===== config.mk =====
export PLATFORM = sky130hd
export DESIGN_NAME = rpd_ctrl_flat
export DESIGN_NICKNAME = d
export VERILOG_FILES = /design/src/design/rpd_pkg.sv /design/src/design/rpd_chan_if.sv /design/src/design/rpd_ctrl.sv /design/src/flat_wrapper.sv
export SDC_FILE = /design/constraint.sdc
export NUM_CORES = 1
export LEC_CHECK = 0
export ABC_CLOCK_PERIOD_IN_PS = 6700
export BUFFER_PORTS_ARGS = -buffer_cell sky130_fd_sc_hd__buf_2
export CORE_UTILIZATION = 55
export CTS_CLUSTER_DIAMETER = 200
export DETAILED_ROUTE_END_ITERATION = 10
export PLACE_DENSITY = 0.81
export SETUP_SLACK_MARGIN = 0.5
export SLEW_MARGIN = 20
export SYNTH_ARGS = -nofsm -noshare
export SYNTH_HDL_FRONTEND = slang
export SYNTH_SLANG_ARGS = --single-unit

===== constraint.sdc =====
create_clock -name clock -period 6.7 [get_ports clock]
set_input_delay 0.335 -clock clock [delete_from_list [all_inputs] [get_ports clock]]
set_output_delay 0.335 -clock clock [all_outputs]
set_load 0.005 [all_outputs]

===== src/design/rpd_pkg.sv =====
// ----------------------------------------------------------------------------
// rpd_pkg
// Shared constants, types and helpers for the planar RGB run-length decoder.
// ----------------------------------------------------------------------------
package rpd_pkg;

   localparam int MaxWidth   = 4096;
   localparam int AddrBits   = $clog2(MaxWidth);
   localparam int ColBits    = $clog2(MaxWidth + 1);
   localparam int ByteBits   = 8;
   localparam int PixelBits  = 24;
   localparam int CountBits  = 2;
   localparam int CsrBits    = 13;
   localparam int LeftBits   = 8;

   localparam logic [ColBits-1:0] WidthReset = ColBits'(MaxWidth);

   typedef enum logic [1:0] {
      PH_HEADER,
      PH_REPEAT,
      PH_LITERAL
   } phase_type;

   typedef enum logic [1:0] {
      PLANE_RED,
      PLANE_GREEN,
      PLANE_BLUE
   } plane_type;

   typedef enum logic [2:0] {
      ST_IDLE,
      ST_ERR,
      ST_FILL,
      ST_LIT,
      ST_PIX,
      ST_PIX_RD
   } state_type;

   typedef struct packed {
      logic                red_we;
      logic                green_we;
      logic [AddrBits-1:0] addr;
      logic [ByteBits-1:0] data;
   } ram_ctrl_type;

   typedef struct packed {
      logic [PixelBits-1:0] first_pixel;
      logic [PixelBits-1:0] second_pixel;
      logic [CountBits-1:0] pixel_count;
      logic                 end_of_line;
      logic                 last_of_run;
      logic                 overrun_error;
   } rsp_type;

   // width 0 acts as 1, anything above the store depth as the depth
   function automatic logic [ColBits-1:0] clamp_width(input logic [CsrBits-1:0] d);
      logic [ColBits-1:0] r;
      if (d == '0) begin
         r = ColBits'(1);
      end else if (32'(d) > 32'(MaxWidth)) begin
         r = ColBits'(MaxWidth);
      end else begin
         r = ColBits'(d);
      end
      return r;
   endfunction

   function automatic plane_type next_plane(input plane_type p);
      plane_type r;
      unique case (p)
         PLANE_RED:   r = PLANE_GREEN;
         PLANE_GREEN: r = PLANE_BLUE;
         default:     r = PLANE_RED;
      endcase
      return r;
   endfunction

endpackage


===== src/design/rpd_chan_if.sv =====
// ----------------------------------------------------------------------------
// rpd_chan_if
// Valid/ready channel interfaces: code bytes in, pixel results out, width CSR.
// ----------------------------------------------------------------------------
interface rpd_req_if import rpd_pkg::*; ();
   logic                valid;
   logic                ready;
   logic [ByteBits-1:0] code_byte;

   modport source (output valid, output code_byte, input ready);
   modport sink (input valid, input code_byte, output ready);
endinterface

interface rpd_rsp_if import rpd_pkg::*; ();
   logic                 valid;
   logic                 ready;
   logic [PixelBits-1:0] first_pixel;
   logic [PixelBits-1:0] second_pixel;
   logic [CountBits-1:0] pixel_count;
   logic                 end_of_line;
   logic                 last_of_run;
   logic                 overrun_error;

   modport source (output valid, output first_pixel, output second_pixel,
                   output pixel_count, output end_of_line, output last_of_run,
                   output overrun_error, input ready);
   modport sink (input valid, input first_pixel, input second_pixel,
                 input pixel_count, input end_of_line, input last_of_run,
                 input overrun_error, output ready);
endinterface

interface rpd_csr_if import rpd_pkg::*; ();
   logic               valid;
   logic               ready;
   logic [CsrBits-1:0] line_width;

   modport source (output valid, output line_width, input ready);
   modport sink (input valid, input line_width, output ready);
endinterface


===== src/design/rpd_ctrl.sv =====
// ----------------------------------------------------------------------------
// rpd_ctrl
// Packet parser, column/plane sequencer, line store control and result register.
// ----------------------------------------------------------------------------
module rpd_ctrl import rpd_pkg::*; (
   input  logic                clock,
   input  logic                reset,
   rpd_req_if.sink             req_chan,
   rpd_rsp_if.source           rsp_chan,
   rpd_csr_if.sink             csr_chan,
   output ram_ctrl_type        ram,
   input  logic [ByteBits-1:0] red_a,
   input  logic [ByteBits-1:0] red_b,
   input  logic [ByteBits-1:0] green_a,
   input  logic [ByteBits-1:0] green_b
);

   state_type           state_ff, state_in;
   phase_type           phase_ff, phase_in;
   plane_type           plane_ff, plane_in;
   logic [AddrBits-1:0] column_ff, column_in;
   logic [LeftBits-1:0] left_ff, left_in;
   logic [ByteBits-1:0] value_ff, value_in;
   logic [ColBits-1:0]  width_ff, width_in;
   logic                out_valid_ff, out_valid_in;
   rsp_type             rsp_ff, rsp_in;

   logic                req_ready_w;
   logic                csr_ready_w;
   logic                req_acc;
   logic                out_free;
   logic                two_step;
   logic [ColBits-1:0]  col_sum;
   logic                col_wrap;
   logic [AddrBits-1:0] col_adv;
   plane_type           plane_adv;
   logic [LeftBits-1:0] step;
   logic [LeftBits-1:0] left_dec;
   logic                left_last;
   logic [LeftBits-1:0] hdr_cnt;
   logic [ColBits-1:0]  hdr_rem;
   logic                red_plane;
   logic                green_plane;

   assign out_free    = !out_valid_ff || rsp_chan.ready;
   assign csr_ready_w = (state_ff == ST_IDLE);
   assign req_ready_w = (state_ff == ST_IDLE) && !csr_chan.valid;
   assign req_acc     = req_ready_w && req_chan.valid;

   assign two_step  = (state_ff == ST_PIX) && (left_ff >= LeftBits'(2));
   assign step      = two_step ? LeftBits'(2) : LeftBits'(1);
   assign col_sum   = ColBits'(column_ff) + ColBits'(step);
   assign col_wrap  = (col_sum >= width_ff);
   assign col_adv   = col_wrap ? '0 : col_sum[AddrBits-1:0];
   assign plane_adv = col_wrap ? next_plane(plane_ff) : plane_ff;
   assign left_dec  = left_ff - step;
   assign left_last = (left_ff <= step);

   assign hdr_cnt = req_chan.code_byte[ByteBits-1] ? (~req_chan.code_byte + 8'd1)
                                                   : req_chan.code_byte;
   assign hdr_rem = width_ff - ColBits'(column_ff);

   assign red_plane   = (plane_ff == PLANE_RED);
   assign green_plane = (plane_ff == PLANE_GREEN);

   always_comb begin
      state_in     = state_ff;
      phase_in     = phase_ff;
      plane_in     = plane_ff;
      column_in    = column_ff;
      left_in      = left_ff;
      value_in     = value_ff;
      width_in     = width_ff;
      out_valid_in = out_valid_ff && !rsp_chan.ready;
      rsp_in       = rsp_ff;
      ram          = '0;
      ram.addr     = column_ff;
      ram.data     = value_ff;

      unique case (state_ff)
         ST_IDLE: begin
            if (csr_chan.valid) begin
               width_in  = clamp_width(csr_chan.line_width);
               phase_in  = PH_HEADER;
               left_in   = '0;
               column_in = '0;
               plane_in  = PLANE_RED;
            end else if (req_acc) begin
               unique case (phase_ff)
                  PH_HEADER: begin
                     if (req_chan.code_byte != '0) begin
                        phase_in = req_chan.code_byte[ByteBits-1] ? PH_REPEAT : PH_LITERAL;
                        if (ColBits'(hdr_cnt) > hdr_rem) begin
                           left_in  = hdr_rem[LeftBits-1:0];
                           state_in = ST_ERR;
                        end else begin
                           left_in = hdr_cnt;
                        end
                     end
                  end
                  PH_REPEAT: begin
                     value_in = req_chan.code_byte;
                     state_in = (plane_ff == PLANE_BLUE) ? ST_PIX : ST_FILL;
                  end
                  PH_LITERAL: begin
                     value_in = req_chan.code_byte;
                     if (plane_ff == PLANE_BLUE) begin
                        state_in = ST_LIT;
                     end else begin
                        ram.red_we   = red_plane;
                        ram.green_we = green_plane;
                        ram.data     = req_chan.code_byte;
                        column_in    = col_adv;
                        plane_in     = plane_adv;
                        left_in      = left_dec;
                        if (left_last) begin
                           phase_in = PH_HEADER;
                        end
                     end
                  end
                  default: ;
               endcase
            end
         end
         ST_ERR: begin
            if (out_free) begin
               out_valid_in         = 1'b1;
               rsp_in               = '0;
               rsp_in.last_of_run   = 1'b1;
               rsp_in.overrun_error = 1'b1;
               state_in             = ST_IDLE;
            end
         end
         ST_FILL: begin
            ram.red_we   = red_plane;
            ram.green_we = green_plane;
            column_in    = col_adv;
            plane_in     = plane_adv;
            left_in      = left_dec;
            if (left_last) begin
               phase_in = PH_HEADER;
               state_in = ST_IDLE;
            end
         end
         ST_LIT: begin
            if (out_free) begin
               out_valid_in         = 1'b1;
               rsp_in.first_pixel   = {red_a, green_a, value_ff};
               rsp_in.second_pixel  = '0;
               rsp_in.pixel_count   = CountBits'(1);
               rsp_in.end_of_line   = (col_sum == width_ff);
               rsp_in.last_of_run   = 1'b1;
               rsp_in.overrun_error = 1'b0;
               column_in            = col_adv;
               plane_in             = plane_adv;
               left_in              = left_dec;
               if (left_last) begin
                  phase_in = PH_HEADER;
               end
               state_in = ST_IDLE;
            end
         end
         ST_PIX: begin
            if (out_free) begin
               out_valid_in         = 1'b1;
               rsp_in.first_pixel   = {red_a, green_a, value_ff};
               rsp_in.second_pixel  = two_step ? {red_b, green_b, value_ff} : '0;
               rsp_in.pixel_count   = two_step ? CountBits'(2) : CountBits'(1);
               rsp_in.end_of_line   = (col_sum == width_ff);
               rsp_in.last_of_run   = left_last;
               rsp_in.overrun_error = 1'b0;
               column_in            = col_adv;
               plane_in             = plane_adv;
               left_in              = left_dec;
               if (left_last) begin
                  phase_in = PH_HEADER;
                  state_in = ST_IDLE;
               end else begin
                  state_in = ST_PIX_RD;
               end
            end
         end
         ST_PIX_RD: begin
            // store read of the new column pair is in flight
            state_in = ST_PIX;
         end
         default: begin
            state_in = ST_IDLE;
         end
      endcase
   end

   always_ff @(posedge clock) begin
      if (reset) begin
         state_ff     <= ST_IDLE;
         phase_ff     <= PH_HEADER;
         plane_ff     <= PLANE_RED;
         column_ff    <= '0;
         left_ff      <= '0;
         width_ff     <= WidthReset;
         out_valid_ff <= 1'b0;
      end else begin
         state_ff     <= state_in;
         phase_ff     <= phase_in;
         plane_ff     <= plane_in;
         column_ff    <= column_in;
         left_ff      <= left_in;
         width_ff     <= width_in;
         out_valid_ff <= out_valid_in;
      end
   end

   always_ff @(posedge clock) begin
      value_ff <= value_in;
      rsp_ff   <= rsp_in;
   end

   assign req_chan.ready = req_ready_w;
   assign csr_chan.ready = csr_ready_w;

   assign rsp_chan.valid         = out_valid_ff;
   assign rsp_chan.first_pixel   = rsp_ff.first_pixel;
   assign rsp_chan.second_pixel  = rsp_ff.second_pixel;
   assign rsp_chan.pixel_count   = rsp_ff.pixel_count;
   assign rsp_chan.end_of_line   = rsp_ff.end_of_line;
   assign rsp_chan.last_of_run   = rsp_ff.last_of_run;
   assign rsp_chan.overrun_error = rsp_ff.overrun_error;

endmodule

===== src/flat_wrapper.sv =====
// flat-port wrapper written by rule: the top's interface ports become plain ports
module rpd_ctrl_flat import rpd_pkg::*;
  (clock, reset, ram, red_a, red_b, green_a, green_b, req_chan_valid, req_chan_code_byte, req_chan_ready, rsp_chan_valid, rsp_chan_first_pixel, rsp_chan_second_pixel, rsp_chan_pixel_count, rsp_chan_end_of_line, rsp_chan_last_of_run, rsp_chan_overrun_error, rsp_chan_ready, csr_chan_valid, csr_chan_line_width, csr_chan_ready);
  rpd_req_if req_chan_i ();
  rpd_rsp_if rsp_chan_i ();
  rpd_csr_if csr_chan_i ();
  input  logic clock;
  input  logic reset;
  output ram_ctrl_type ram;
  input  logic [ByteBits-1:0] red_a;
  input  logic [ByteBits-1:0] red_b;
  input  logic [ByteBits-1:0] green_a;
  input  logic [ByteBits-1:0] green_b;
  input wire logic [$bits(req_chan_i.valid)-1:0] req_chan_valid;
  input wire logic [$bits(req_chan_i.code_byte)-1:0] req_chan_code_byte;
  output wire logic [$bits(req_chan_i.ready)-1:0] req_chan_ready;
  output wire logic [$bits(rsp_chan_i.valid)-1:0] rsp_chan_valid;
  output wire logic [$bits(rsp_chan_i.first_pixel)-1:0] rsp_chan_first_pixel;
  output wire logic [$bits(rsp_chan_i.second_pixel)-1:0] rsp_chan_second_pixel;
  output wire logic [$bits(rsp_chan_i.pixel_count)-1:0] rsp_chan_pixel_count;
  output wire logic [$bits(rsp_chan_i.end_of_line)-1:0] rsp_chan_end_of_line;
  output wire logic [$bits(rsp_chan_i.last_of_run)-1:0] rsp_chan_last_of_run;
  output wire logic [$bits(rsp_chan_i.overrun_error)-1:0] rsp_chan_overrun_error;
  input wire logic [$bits(rsp_chan_i.ready)-1:0] rsp_chan_ready;
  input wire logic [$bits(csr_chan_i.valid)-1:0] csr_chan_valid;
  input wire logic [$bits(csr_chan_i.line_width)-1:0] csr_chan_line_width;
  output wire logic [$bits(csr_chan_i.ready)-1:0] csr_chan_ready;
  assign req_chan_i.valid = req_chan_valid;
  assign req_chan_i.code_byte = req_chan_code_byte;
  assign req_chan_ready = req_chan_i.ready;
  assign rsp_chan_valid = rsp_chan_i.valid;
  assign rsp_chan_first_pixel = rsp_chan_i.first_pixel;
  assign rsp_chan_second_pixel = rsp_chan_i.second_pixel;
  assign rsp_chan_pixel_count = rsp_chan_i.pixel_count;
  assign rsp_chan_end_of_line = rsp_chan_i.end_of_line;
  assign rsp_chan_last_of_run = rsp_chan_i.last_of_run;
  assign rsp_chan_overrun_error = rsp_chan_i.overrun_error;
  assign rsp_chan_i.ready = rsp_chan_ready;
  assign csr_chan_i.valid = csr_chan_valid;
  assign csr_chan_i.line_width = csr_chan_line_width;
  assign csr_chan_ready = csr_chan_i.ready;
  rpd_ctrl u_core (.clock(clock), .reset(reset), .req_chan(req_chan_i), .rsp_chan(rsp_chan_i), .csr_chan(csr_chan_i), .ram(ram), .red_a(red_a), .red_b(red_b), .green_a(green_a), .green_b(green_b));
endmodule

==> results by group, run 1 <==
GRT
  • Vias in the first global route: 4946
  • GRT Resource Usage Total: 26.4%
  • First-pass GRT wire length: around 23000 um
  • Largest net degree at the start of global routing: 54
  • Initial antenna violation count: 0
  • Remaining global-route overflow: 0

Synth
  • Sequential fraction of the synthesis area: 44.5%
  • Top post-synthesis cells by area: edfxtp_1, dfxtp_1, ha_1
  • Share of the synthesized area in the top cell type: 30.7%
  • Synth unique cells: 54
  • Post-synth EDFFs: 61
  • Post-synthesis instance area: 5960 sq um
  • Synthesized-area fraction occupied by adder cells: about a tenth
  • Post-Syn Instances: 620
  • Top_reg_cell synth: edfxtp_1
  • Simple-gate share of the synthesized area: 19.5%
  • Yosys warns: 0
  • Synth Area in Compound Gates: 16.7%
  • Syn Area/Cell: 9.62 sq um
  • XOR/XNOR share of the synthesized area: under 10%
  • Mux cell area share after synthesis: 1.32%
  • Synth Register Bits: 102
  • Largest family of logic cells by synthesized area: simple AND/OR/NAND/NOR gates
  • Synthesized Nets: around 720
  • Cell taking the most area after synthesis: edfxtp_1
  • Async SR Flop Fraction: 0%

CTS
  • Bufs on Longest Clock Path: 2
  • CTS H-tree lvls: 3
  • Worst skew pair latency: 0.38 ns
  • # clock sinks: just over 100
  • Clock Pin Slew Worst Setup and Hold Paths: roughly 0.10 ns
  • # resized after CTS: 0
  • Root Driver: clkbuf_8
  • CTS tree: done
  • Count of hold-fix buffers inserted at cts: 0
  • Setup bufs post-CTS: 0
  • Cts bufs inserted: 9

Critical path
  • Critical Path Source: u_core.left_ff[3]$_SDFFE_PP0P_
  • Startpoint Class: flip-flop
  • CP Capture Type: flip-flop
  • Worst Path Arrival: around 5.6 ns
  • Req. time, crit path: around 7.0 ns
  • Crit Path Class: reg2reg
  • Crit Reg-Reg Startpoint: u_core.left_ff[3]$_SDFFE_PP0P_
  • CP Max Fanout: 17

Floorplan
  • Number of core rows: 37
  • Die H: between 100 and 150 um
  • Core area: 10400 sq um
  • Die X: about 110 um
  • Die Area: 11300 sq um
  • Initial Util: 57.2%
  • Ports: 136

Power and ir drop
  • Power Dens Cells: 186 nW/um^2
  • Net switching power: roughly 0.38 mW
  • Flop pwr share: 53.0%
  • P_int: roughly 0.9 mW
  • Peak supply drop: 0.0992 mV
  • Net Sw Frac: 29.6%
  • Leakage power: 2.68 nW
  • Clock power share: 28.6%
  • Gate power share: 18.4%

Layout
  • Share of cells above drive strength 1: 22.2%
  • Most common cell after layout, fill and taps aside: buf_2
  • Finished Layout Cells: 888
  • Area Growth Syn to Fin: 16.1%
  • Final #Nets: 849
  • Commonest non-fill, non-tap cells in the layout: buf_2, edfxtp_1, and2_1
  • Diodes inserted: 0
  • Cell area after layout: 6920 sq um

Drt
  • Post-Route WL: 14500 um
  • 1st-pass router iterations: 5
  • Post-route ant nets: 0
  • Detailed Route Iter0 Violations: around 340
  • DRC Markers: 0
  • Routed len/inst: 16.3 um
  • Vias per inst: 5.89
  • Routed via count: 5227

STA
  • Final setup viols: 0
  • RSZ-0062 raised after global routing: false
  • Worst Skew: between 0.009 and 0.01 ns
  • Max Fclk: 189 MHz
  • Final Hold Vio Count: 0
  • Total Neg Setup Slack: 0 ns
  • Relative slew margins: 44.0%
  • Final Cycle Share: about four fifths
  • Worst-margin pin slew: 0.833 ns
  • Final critical-path required period: roughly 5.3 ns
  • Pins Over Slew Limit: 0

Placement
  • Routability cong.: 0.919
  • Placed Cells: approximately 870
  • # port buffers: 135
  • DP Area: a little under 7000 sq um
  • Dpl hpwl: about 11000 um

Status
  • Status: complete, no violations

Worst hold path
  • HP Start: req_chan_code_byte[1]
  • HP Class: in2reg

Run
  • Max-cap violations: 0
-- synth_stat cells, types with 2 or more instances --
master and instances:
edfxtp_1 61, and2_1 53, inv_1 51, nor2_1 49, dfxtp_1 41, ha_1 41, a21oi_1 34, nand2_1 33
o21ai_0 29, nand3_1 25, a22oi_1 19, xnor2_1 18, clkbuf_1 15, a31oi_1 14, nor3_1 13, a211oi_1 9
o211ai_1 9, mux2_2 7, and3_1 6, nor2b_1 6, nor4_1 6, o21a_1 6, a21o_1 5, o31ai_1 5
or3_1 5, xor2_1 5, a221oi_1 4, buf_2 4, nand2b_1 4, nor3b_1 4, a21boi_0 3, fa_1 3
nand3b_1 3, nand4_1 3, o211a_1 3, or3b_1 3, a32oi_1 2, buf_6 2, o21bai_1 2
-- power groups by stage --
stage	sequential [mW]	combinational, mW	clock (mW)
after floorplan	0.695	0.164	0
after global routing	0.685	0.264	0.395
after detailed placement	0.698	0.231	0
after global placement	0.697	0.223	0
after CTS	0.683	0.233	0.373
final	0.683	0.237	0.370
-- final cells by class --
type / count / area [sq um]
fillers: 826 / 3490
multi-input cells: 446 / 3040
flip-flops and latches: 102 / 2650
repair buffers: 137 / 691
inverters: 51 / 191
well taps: 136 / 170
clock buffers: 10 / 128
clock inverters: 6 / 52.6
-- layer usage --
metal | routed length (um) | track usage [%]
met1 | 6060 | 33.1
met2 | 6930 | 44.2
met3 | 955 | 4.23
met4 | 534 | 13.3
met5 | 0 | 0
-- final timing paths --
path,endpoint,slack [ns],cells after the start
worst max-delay path,u_core.column_ff[5]$_SDFFE_PP0P_,1.40,17
worst min-delay path,u_core.value_ff[1]$_DFFE_PP_,0.16,1
worst max register to register,u_core.column_ff[5]$_SDFFE_PP0P_,1.40,17
worst min register to register,u_core.plane_ff[0]$_SDFFE_PP0P_,0.49,2
-- state kept, by name (all words and copies together), names as in the netlist --
name / flops
u_core.plane_ff: 2
u_core.phase_ff: 2
u_core.state_ff: 3
u_core.left_ff: 8
u_core.value_ff: 8
u_core.rsp_chan.end_of_line: 1
u_core.width_ff: 13
u_core.rsp_chan.valid: 1
u_core.rsp_chan.first_pixel: 24
u_core.rsp_chan.pixel_count: 2
u_core.rsp_chan.overrun_error: 1
u_core.column_ff: 12
u_core.rsp_chan.second_pixel: 24
u_core.rsp_chan.last_of_run: 1
-- through the flow --
stage               hold WS (ns)  setup WS [ns]  power (mW)  utilization [%]
finish                     0.164           1.40        1.29             66.5
global route               0.154          0.890        1.34             66.5
CTS                        0.157           1.22        1.29             66.4
detailed placement         0.475           1.29       0.929             64.7
global placement           0.469           1.46       0.919             64.7
floorplan                  0.434           1.85       0.860                -
-- kinds of logic (layout without fill, tap and decap cells) --
| kind of cell | count (synthesis) | count (layout) |
|---|---|---|
| and+or+nand+nor | 219 | 219 |
| AOI/OAI and AO/OA | 152 | 152 |
| DFF | 102 | 102 |
| buffers and inverters | 72 | 204 |
| adders and majority gates | 45 | 45 |
| xor gates and xnor gates | 23 | 23 |
| muxes | 7 | 7 |
-- worst max-delay path, cell delays in order (launching register included) --
cell	delay, ns
dfxtp_1	0.38
nor4_1	0.75
a31oi_2	0.29
inv_1	0.17
ha_1	0.20
fa_1	0.25
and3_1	0.27
and3_1	0.28
nand3_1	0.12
xnor2_1	0.22
ha_1	0.28
and4_1	0.16
nand3_1	0.12
nor3_1	0.09
or2_2	0.32
nor4b_4	0.77
or3b_1	0.42
a31oi_1	0.16
Power figures use the tool's default switching activity.
==> run 2, diff against run 1 <==
--- a/config.mk
+++ b/config.mk
@@ -5,12 +5,13 @@
 export SDC_FILE = /design/constraint.sdc
 export NUM_CORES = 1
 export LEC_CHECK = 0
-export ABC_CLOCK_PERIOD_IN_PS = 6700
+export ABC_AREA = 1
+export ABC_CLOCK_PERIOD_IN_PS = 4700
 export BUFFER_PORTS_ARGS = -buffer_cell sky130_fd_sc_hd__buf_2
-export CORE_UTILIZATION = 55
+export CORE_UTILIZATION = 50
 export CTS_CLUSTER_DIAMETER = 200
 export DETAILED_ROUTE_END_ITERATION = 10
-export PLACE_DENSITY = 0.81
+export PLACE_DENSITY = 0.77
 export SETUP_SLACK_MARGIN = 0.5
 export SLEW_MARGIN = 20
 export SYNTH_ARGS = -nofsm -noshare
==> constraint.sdc (replaced) <==
create_clock -name clock -period 4.7 [get_ports clock]
set_input_delay 0.235 -clock clock [delete_from_list [all_inputs] [get_ports clock]]
set_output_delay 0.235 -clock clock [all_outputs]
set_load 0.005 [all_outputs]
==> results by group, run 2 <==
Status
  • Status: complete, no violations

Power and ir drop
  • Leakage power: 3.69 nW
  • Final Total Pwr: 2.17 mW
  • Peak supply drop: 0.150 mV
  • Power Dens Cells: 285 nW/um^2

STA
  • Final Hold Vio Count: 0
  • Hold slack: 0.0844 ns
  • Worst Skew: 0.0111 ns
  • Max Fclk: 268 MHz
  • Pins Over Slew Limit: 0
  • Final critical-path required period: 3.73 ns
  • RSZ-0062 raised after global routing: false
  • Relative slew margins: 48.7%
  • Total Neg Setup Slack: 0 ns
  • Final Cycle Share: 79.3%
  • Final setup viols: 0
  • Worst-margin pin slew: 0.767 ns

Layout
  • Share of cells above drive strength 1: 22.9%
  • FILL cells: ~1100
  • Final core occ: 60.3%
  • Multi-input gate area: 3140 sq um
  • Cell area after layout: 7610 sq um
  • Diodes inserted: 0
  • Area Growth Syn to Fin: 18.0%
  • Final #Nets: around 1100
  • FF/Latch Area: 2650 sq um
  • Most common cell after layout, fill and taps aside: nand2_1
  • Commonest non-fill, non-tap cells in the layout: nand2_1, inv_1, buf_2

Floorplan
  • Die Area: around 13000 sq um
  • Die X: between 100 and 150 um
  • Die H: 116 um
  • Initial Util: 51.1%
  • Number of core rows: 41
  • Core area: 12600 sq um
  • Ports: 136

Placement
  • Routability cong.: approximately 0.9
  • DP Area: 7290 sq um
  • Dpl hpwl: 11300 um
  • # port buffers: roughly 140

CTS
  • Root Driver: clkbuf_16
  • Count of hold-fix buffers inserted at cts: 0
  • Worst skew pair latency: 0.35 ns
  • Setup bufs post-CTS: 0
  • CTS tree: done
  • Bufs on Longest Clock Path: 2
  • Cts bufs inserted: 9
  • Clock Pin Slew Worst Setup and Hold Paths: around 0.07 ns
  • # clock sinks: 102
  • CTS H-tree lvls: 3

Synth
  • Mux cell area share after synthesis: 0%
  • Simple-gate share of the synthesized area: around a quarter
  • Synth Register Bits: 102
  • Yosys warns: 0
  • Post-synthesis instance area: 6450 sq um
  • XOR/XNOR share of the synthesized area: 3.13%
  • Post-synth EDFFs: 61
  • Async SR Flop Fraction: 0%
  • Synth cell count leaders: nand2_1, inv_1, nor2_1
  • Top post-synthesis cells by area: edfxtp_1, dfxtp_1, nand2_1
  • Share of the synthesized area in the top cell type: 28.4%
  • Syn Area/Cell: 7.81 sq um
  • Post-Syn Instances: 825
  • Sequential fraction of the synthesis area: 41.1%
  • Top_reg_cell synth: edfxtp_1
  • Synthesized-area fraction occupied by adder cells: 8.89%
  • Synthesized Nets: 927
  • Synth unique cells: 45
  • Leading cell type by number of instances after synthesis: nand2_1
  • Largest family of logic cells by synthesized area: simple AND/OR/NAND/NOR gates
  • Synth Area in Compound Gates: 11.0%
  • Cell taking the most area after synthesis: edfxtp_1

GRT
  • Largest net degree at the start of global routing: 31
  • GRT Resource Usage Total: 22.5%
  • Vias in the first global route: 4974
  • First-pass GRT wire length: 23300 um
  • Remaining global-route overflow: 0
  • Initial antenna violation count: 0

Critical path
  • CP Max Fanout: 7
  • CP Capture Type: flip-flop
  • Crit Path Class: reg2reg
  • Crit-path max cell delay: 0.41 ns
  • Startpoint Class: flip-flop
  • Worst-case reg-to-reg path depth: 20
  • Worst Path Arrival: about 4.0 ns
  • Cells along the critical path: nor2_2, nand2_2, nor2_1, inv_2, ha_1, fa_1, nand3_1, nor2_1, inv_1, nor3_2, xor2_1, ha_1, a21oi_1, o21ai_0, nand2_1, o211a_1, nand3_2, nor2_4, nand2_1, a21oi_1
  • Crit Reg-Reg Startpoint: u_core.state_ff[1]$_SDFFE_PP0P_
  • R2R setup slack: 0.97 ns
  • Reg-to-Reg End: u_core.column_ff[11]$_SDFFE_PP0P_
  • Req. time, crit path: 4.98 ns
  • Critical path's slowest cell: fa_1

Worst hold path
  • HP Class: in2reg
  • HP Start: req_chan_code_byte[1]
  • Worst hold path endpoint: u_core.value_ff[1]$_DFFE_PP_
  • Min-Delay Path Depth: 1

Drt
  • Detailed Route Iter0 Violations: around 360
  • DRC Markers: 0
  • 1st-pass router iterations: 5
  • Vias per inst: 4.93
  • Post-route ant nets: 0
  • Routed len/inst: 12.8 um
  • Routed via count: 5602
  • Post-Route WL: 14600 um

Run
  • Max-cap violations: 0
## run 2: cell count changes after synthesis, moves of 9 or more
cell / change
inv_1: +96
inv_2: +13
and2_1: -53
nand2_1: +120
a21oi_1: +28
a22oi_1: -15
nand2_2: +12
xor2_1: +15
nand3_1: +11
nor2_2: +12
a211oi_1: -9
a31oi_1: -13
xnor2_1: -15
nor2_1: +54
## run 2: logic make-up after synthesis
kind of cell	count (synthesis)
adder cells (fa/ha/maj)	44
buffers and inverters	178
AO/OA/AOI/OAI	121
flip-flops	102
XOR/XNOR	23
AND/OR/NAND/NOR	357
## run 2: routing by layer
metal | vias up | track usage [%] | part of all wire [%]
met5 | - | 0 | 0
met4 | 0 | 6.58 | 1.5
met3 | 19 | 3.97 | 5.3
met2 | 154 | 40.2 | 48
met1 | 2505 | 27.6 | 45
li1 | 2924 | - | -
## run 2: per-stage QoR
step,worst slack [ns],instances
CTS,0.714,1136
detailed placement,0.752,1120
floorplan,0.787,825
finish,0.975,1137
global route,0.565,1137
global placement,0.860,1120
## run 2: how the worst max path moves through the flow
stage                                    start                           endpoint  slack (ns)  cells after the start
6_report       u_core.state_ff[1]$_SDFFE_PP0P_  u_core.column_ff[11]$_SDFFE_PP0P_        0.97                     20
5_1_grt         u_core.left_ff[4]$_SDFFE_PP0P_   u_core.column_ff[1]$_SDFFE_PP0P_        0.57                     22
2_1_floorplan   u_core.left_ff[3]$_SDFFE_PP0P_   u_core.column_ff[2]$_SDFFE_PP0P_        0.79                     24
3_5_place_dp    u_core.left_ff[3]$_SDFFE_PP0P_   u_core.column_ff[8]$_SDFFE_PP0P_        0.75                     21
4_1_cts         u_core.left_ff[3]$_SDFFE_PP0P_   u_core.column_ff[6]$_SDFFE_PP0P_        0.71                     21
3_3_place_gp    u_core.left_ff[3]$_SDFFE_PP0P_   u_core.column_ff[9]$_SDFFE_PP0P_        0.86                     21
## run 2: repair_timing
action | CTS | global route
endpoints found under the setup margin | 0 | 14
gates resized for setup | 0 | 4
hold endpoints to repair | 0 | 0
## run 2: layout make-up
class	count	area share, %
Multi-Input combinational cell	546	41.2
Sequential cell	102	34.9
Timing Repair Buffer	137	9.08
Inverter	164	8.19
Clock buffer	11	3.06
Tap cell	172	2.83
Clock inverter	5	0.773
## run 2: report_power, final
| part | internal, mW | leakage [nW] | switching, mW |
|---|---|---|---|
| registers | 0.964 | 0.896 | 0.0182 |
| clock network | 0.414 | 0.136 | 0.323 |
| logic | 0.168 | 2.66 | 0.282 |
## run 2: worst max-delay path: cells and delay by family (launching register included)
family	cells	cell delay, ns
flops	1	0.39
fa+ha+maj	3	0.98
buf+inv	2	0.16
simple gates	10	1.43
compound gates	4	0.53
xor+xnor	1	0.16
==> run 3, diff against run 2 <==
--- a/config.mk
+++ b/config.mk
@@ -5,13 +5,13 @@
 export SDC_FILE = /design/constraint.sdc
 export NUM_CORES = 1
 export LEC_CHECK = 0
-export ABC_AREA = 1
-export ABC_CLOCK_PERIOD_IN_PS = 4700
+export ABC_AREA = 0
+export ABC_CLOCK_PERIOD_IN_PS = 3500
 export BUFFER_PORTS_ARGS = -buffer_cell sky130_fd_sc_hd__buf_2
-export CORE_UTILIZATION = 50
+export CORE_UTILIZATION = 55
 export CTS_CLUSTER_DIAMETER = 200
 export DETAILED_ROUTE_END_ITERATION = 10
-export PLACE_DENSITY = 0.77
+export PLACE_DENSITY = 0.81
 export SETUP_SLACK_MARGIN = 0.5
 export SLEW_MARGIN = 20
 export SYNTH_ARGS = -nofsm -noshare
==> constraint.sdc (replaced) <==
create_clock -name clock -period 3.5 [get_ports clock]
set_input_delay 0.175 -clock clock [delete_from_list [all_inputs] [get_ports clock]]
set_output_delay 0.175 -clock clock [all_outputs]
set_load 0.005 [all_outputs]
==> results by group, run 3 (synthesis gave the netlist of run 1 again) <==
GRT
  • Largest net degree at the start of global routing: 50
  • GRT Resource Usage Total: 29.3%
  • Remaining global-route overflow: 0
  • First-pass GRT wire length: 26000 um
  • Vias in the first global route: 5568
  • Initial antenna violation count: 0

Placement
  • DP Area: between 7000 and 8000 sq um
  • Routability cong.: between 0.9 and 1
  • Placed Cells: 929
  • Dpl hpwl: 12100 um
  • # port buffers: around 140
  • Dpl ws: -0.684 ns

STA
  • Pins Over Slew Limit: 0
  • Final Cycle Share: 116%
  • Final critical-path required period: 4.07 ns
  • Worst-margin pin slew: 0.905 ns
  • Worst Skew: about 0.0084 ns
  • RSZ-0062 raised after global routing: true
  • Final setup viols: 28
  • Fin worst setup slack: -0.574 ns
  • Max Fclk: 245 MHz
  • Final Hold Vio Count: 0
  • Relative slew margins: 39.6%

Layout
  • Cell area after layout: 8020 sq um
  • Final #Nets: 931
  • Diodes inserted: 0
  • FILL cells: around 700
  • Share of cells above drive strength 1: 38.1%
  • Finished Layout Cells: 970
  • Commonest non-fill, non-tap cells in the layout: buf_2, buf_4, edfxtp_1
  • Most common cell after layout, fill and taps aside: buf_2
  • Area Growth Syn to Fin: 34.5%

CTS
  • Root Driver: clkbuf_8
  • Clock Pin Slew Worst Setup and Hold Paths: 0.09 ns
  • # clock sinks: about 100
  • CTS tree: done
  • Bufs on Longest Clock Path: 2
  • CTS H-tree lvls: 3
  • Count of hold-fix buffers inserted at cts: 0
  • Worst skew pair latency: 0.38 ns
  • Cts bufs inserted: 9

Critical path
  • Termination of the worst setup path: u_core.column_ff[5]$_SDFFE_PP0P_
  • CP Capture Type: flip-flop
  • Worst-case reg-to-reg path depth: 19
  • Startpoint Class: flip-flop
  • Crit Path Class: reg2reg
  • R2R setup slack: -0.57 ns
  • Critical path's slowest cell: dfxtp_2
  • Critical Path Source: u_core.state_ff[2]$_SDFFE_PP0P_
  • Req. time, crit path: ~3.8 ns
  • Worst Path Arrival: 4.38 ns
  • Crit-path max cell delay: 0.35 ns
  • Cells along the critical path: inv_2, or3_4, a31oi_4, inv_4, ha_4, fa_2, and3_4, and3_4, xnor2_2, ha_1, a21o_1, a21o_1, a21oi_1, nor2b_1, o21a_1, nor4b_4, buf_4, or3b_1, a31oi_1
  • Crit Reg-Reg Startpoint: u_core.state_ff[2]$_SDFFE_PP0P_
  • CP Max Fanout: 6
  • Reg-to-Reg End: u_core.column_ff[5]$_SDFFE_PP0P_

Worst hold path
  • HP Class: in2reg
  • Min-Delay Path Depth: 1
  • HP Start: req_chan_code_byte[1]

Drt
  • Post-route ant nets: 0
  • DRC Markers: 0
  • Routed len/inst: 17.4 um
  • Vias per inst: 5.94
  • Post-Route WL: 16900 um
  • 1st-pass router iterations: 5
  • Detailed Route Iter0 Violations: 433
  • Routed via count: 5758

Floorplan
  • Core area: between 10000 and 15000 sq um
  • Die Area: 11300 sq um
  • Initial Util: 57.2%
  • Number of core rows: 37
  • Die H: 106 um
  • Ports: 136
  • Die X: 106 um

Power and ir drop
  • Power Dens Cells: 328 nW/um^2
  • Peak supply drop: 0.183 mV
  • Leakage power: ~3.2 nW

Status
  • Violated checks: negative setup slack
  • Status: complete, but fails checks

Run
  • Max-cap violations: 0
[run 3: repair_timing]
| item | in CTS | in global routing |
|---|---|---|
| resized for setup | 50 | 14 |
| buffers inserted | 17 | 8 |
| endpoints found under the setup margin | 26 | 29 |
| pin swaps | 35 | 12 |
[run 3: how the worst min path moves through the flow]
stage                                         endpoint  slack [ns]
after global routing      u_core.value_ff[1]$_DFFE_PP_       0.002
after CTS                 u_core.value_ff[1]$_DFFE_PP_       0.001
after detailed placement  u_core.value_ff[1]$_DFFE_PP_        0.38
final                     u_core.value_ff[1]$_DFFE_PP_      0.0003
after floorplan           u_core.value_ff[0]$_DFFE_PP_        0.27
after global placement    u_core.value_ff[1]$_DFFE_PP_        0.38
[run 3: worst max-delay path, delay by kind of cell (launching register included)]
| family | cells | cell delay, ns |
|---|---|---|
| AOI/OAI and AO/OA | 6 | 1.08 |
| xor gates and xnor gates | 1 | 0.13 |
| adders and majority gates | 3 | 0.81 |
| buffers and inverters | 3 | 0.27 |
| DFF | 1 | 0.35 |
| and+or+nand+nor | 6 | 1.33 |
[run 3: area by class of cell]
type	instances	area, sq um	share of cell area [%]
inverter	51	196	2.45
tap	136	170	2.12
clock buffer	9	124	1.55
clock inverter	7	47.5	0.593
timing repair buffer	219	1340	16.7
sequential	102	2660	33.2
multi-input combinational	446	3480	43.4
[run 3: layer usage]
layer  GRT usage, %  wire length [um]  part of all wire [%]  up-vias
li1               -                 -                     -     2656
met1           33.8              6390                    38     2700
met2           52.1              8540                    51      329
met3           4.23              1110                   6.6       73
met4           16.0               809                   4.8        0
met5              0                 0                     0        -
[run 3: power by group]
part	internal, mW	switching (mW)
clock network	0.259	0.416
registers	1.29	0.0197
logic	0.295	0.356
total	1.84	0.792
[run 3: per-stage QoR]
| step | utilization (%) | hold slack, ns | TNS [ns] | power [mW] |
|---|---|---|---|---|
| final | 77.0 | 0.000278 | -10.10 | 2.63 |
| after global routing | 77.0 | 0.00167 | -13.01 | 2.74 |
| after CTS | 75.8 | 0.000955 | -5.91 | 2.59 |
| after detailed placement | 70.8 | 0.385 | -7.92 | 1.88 |
| after global placement | 70.8 | 0.384 | -5.39 | 1.85 |
| after floorplan | - | 0.274 | -8.47 | 1.69 |
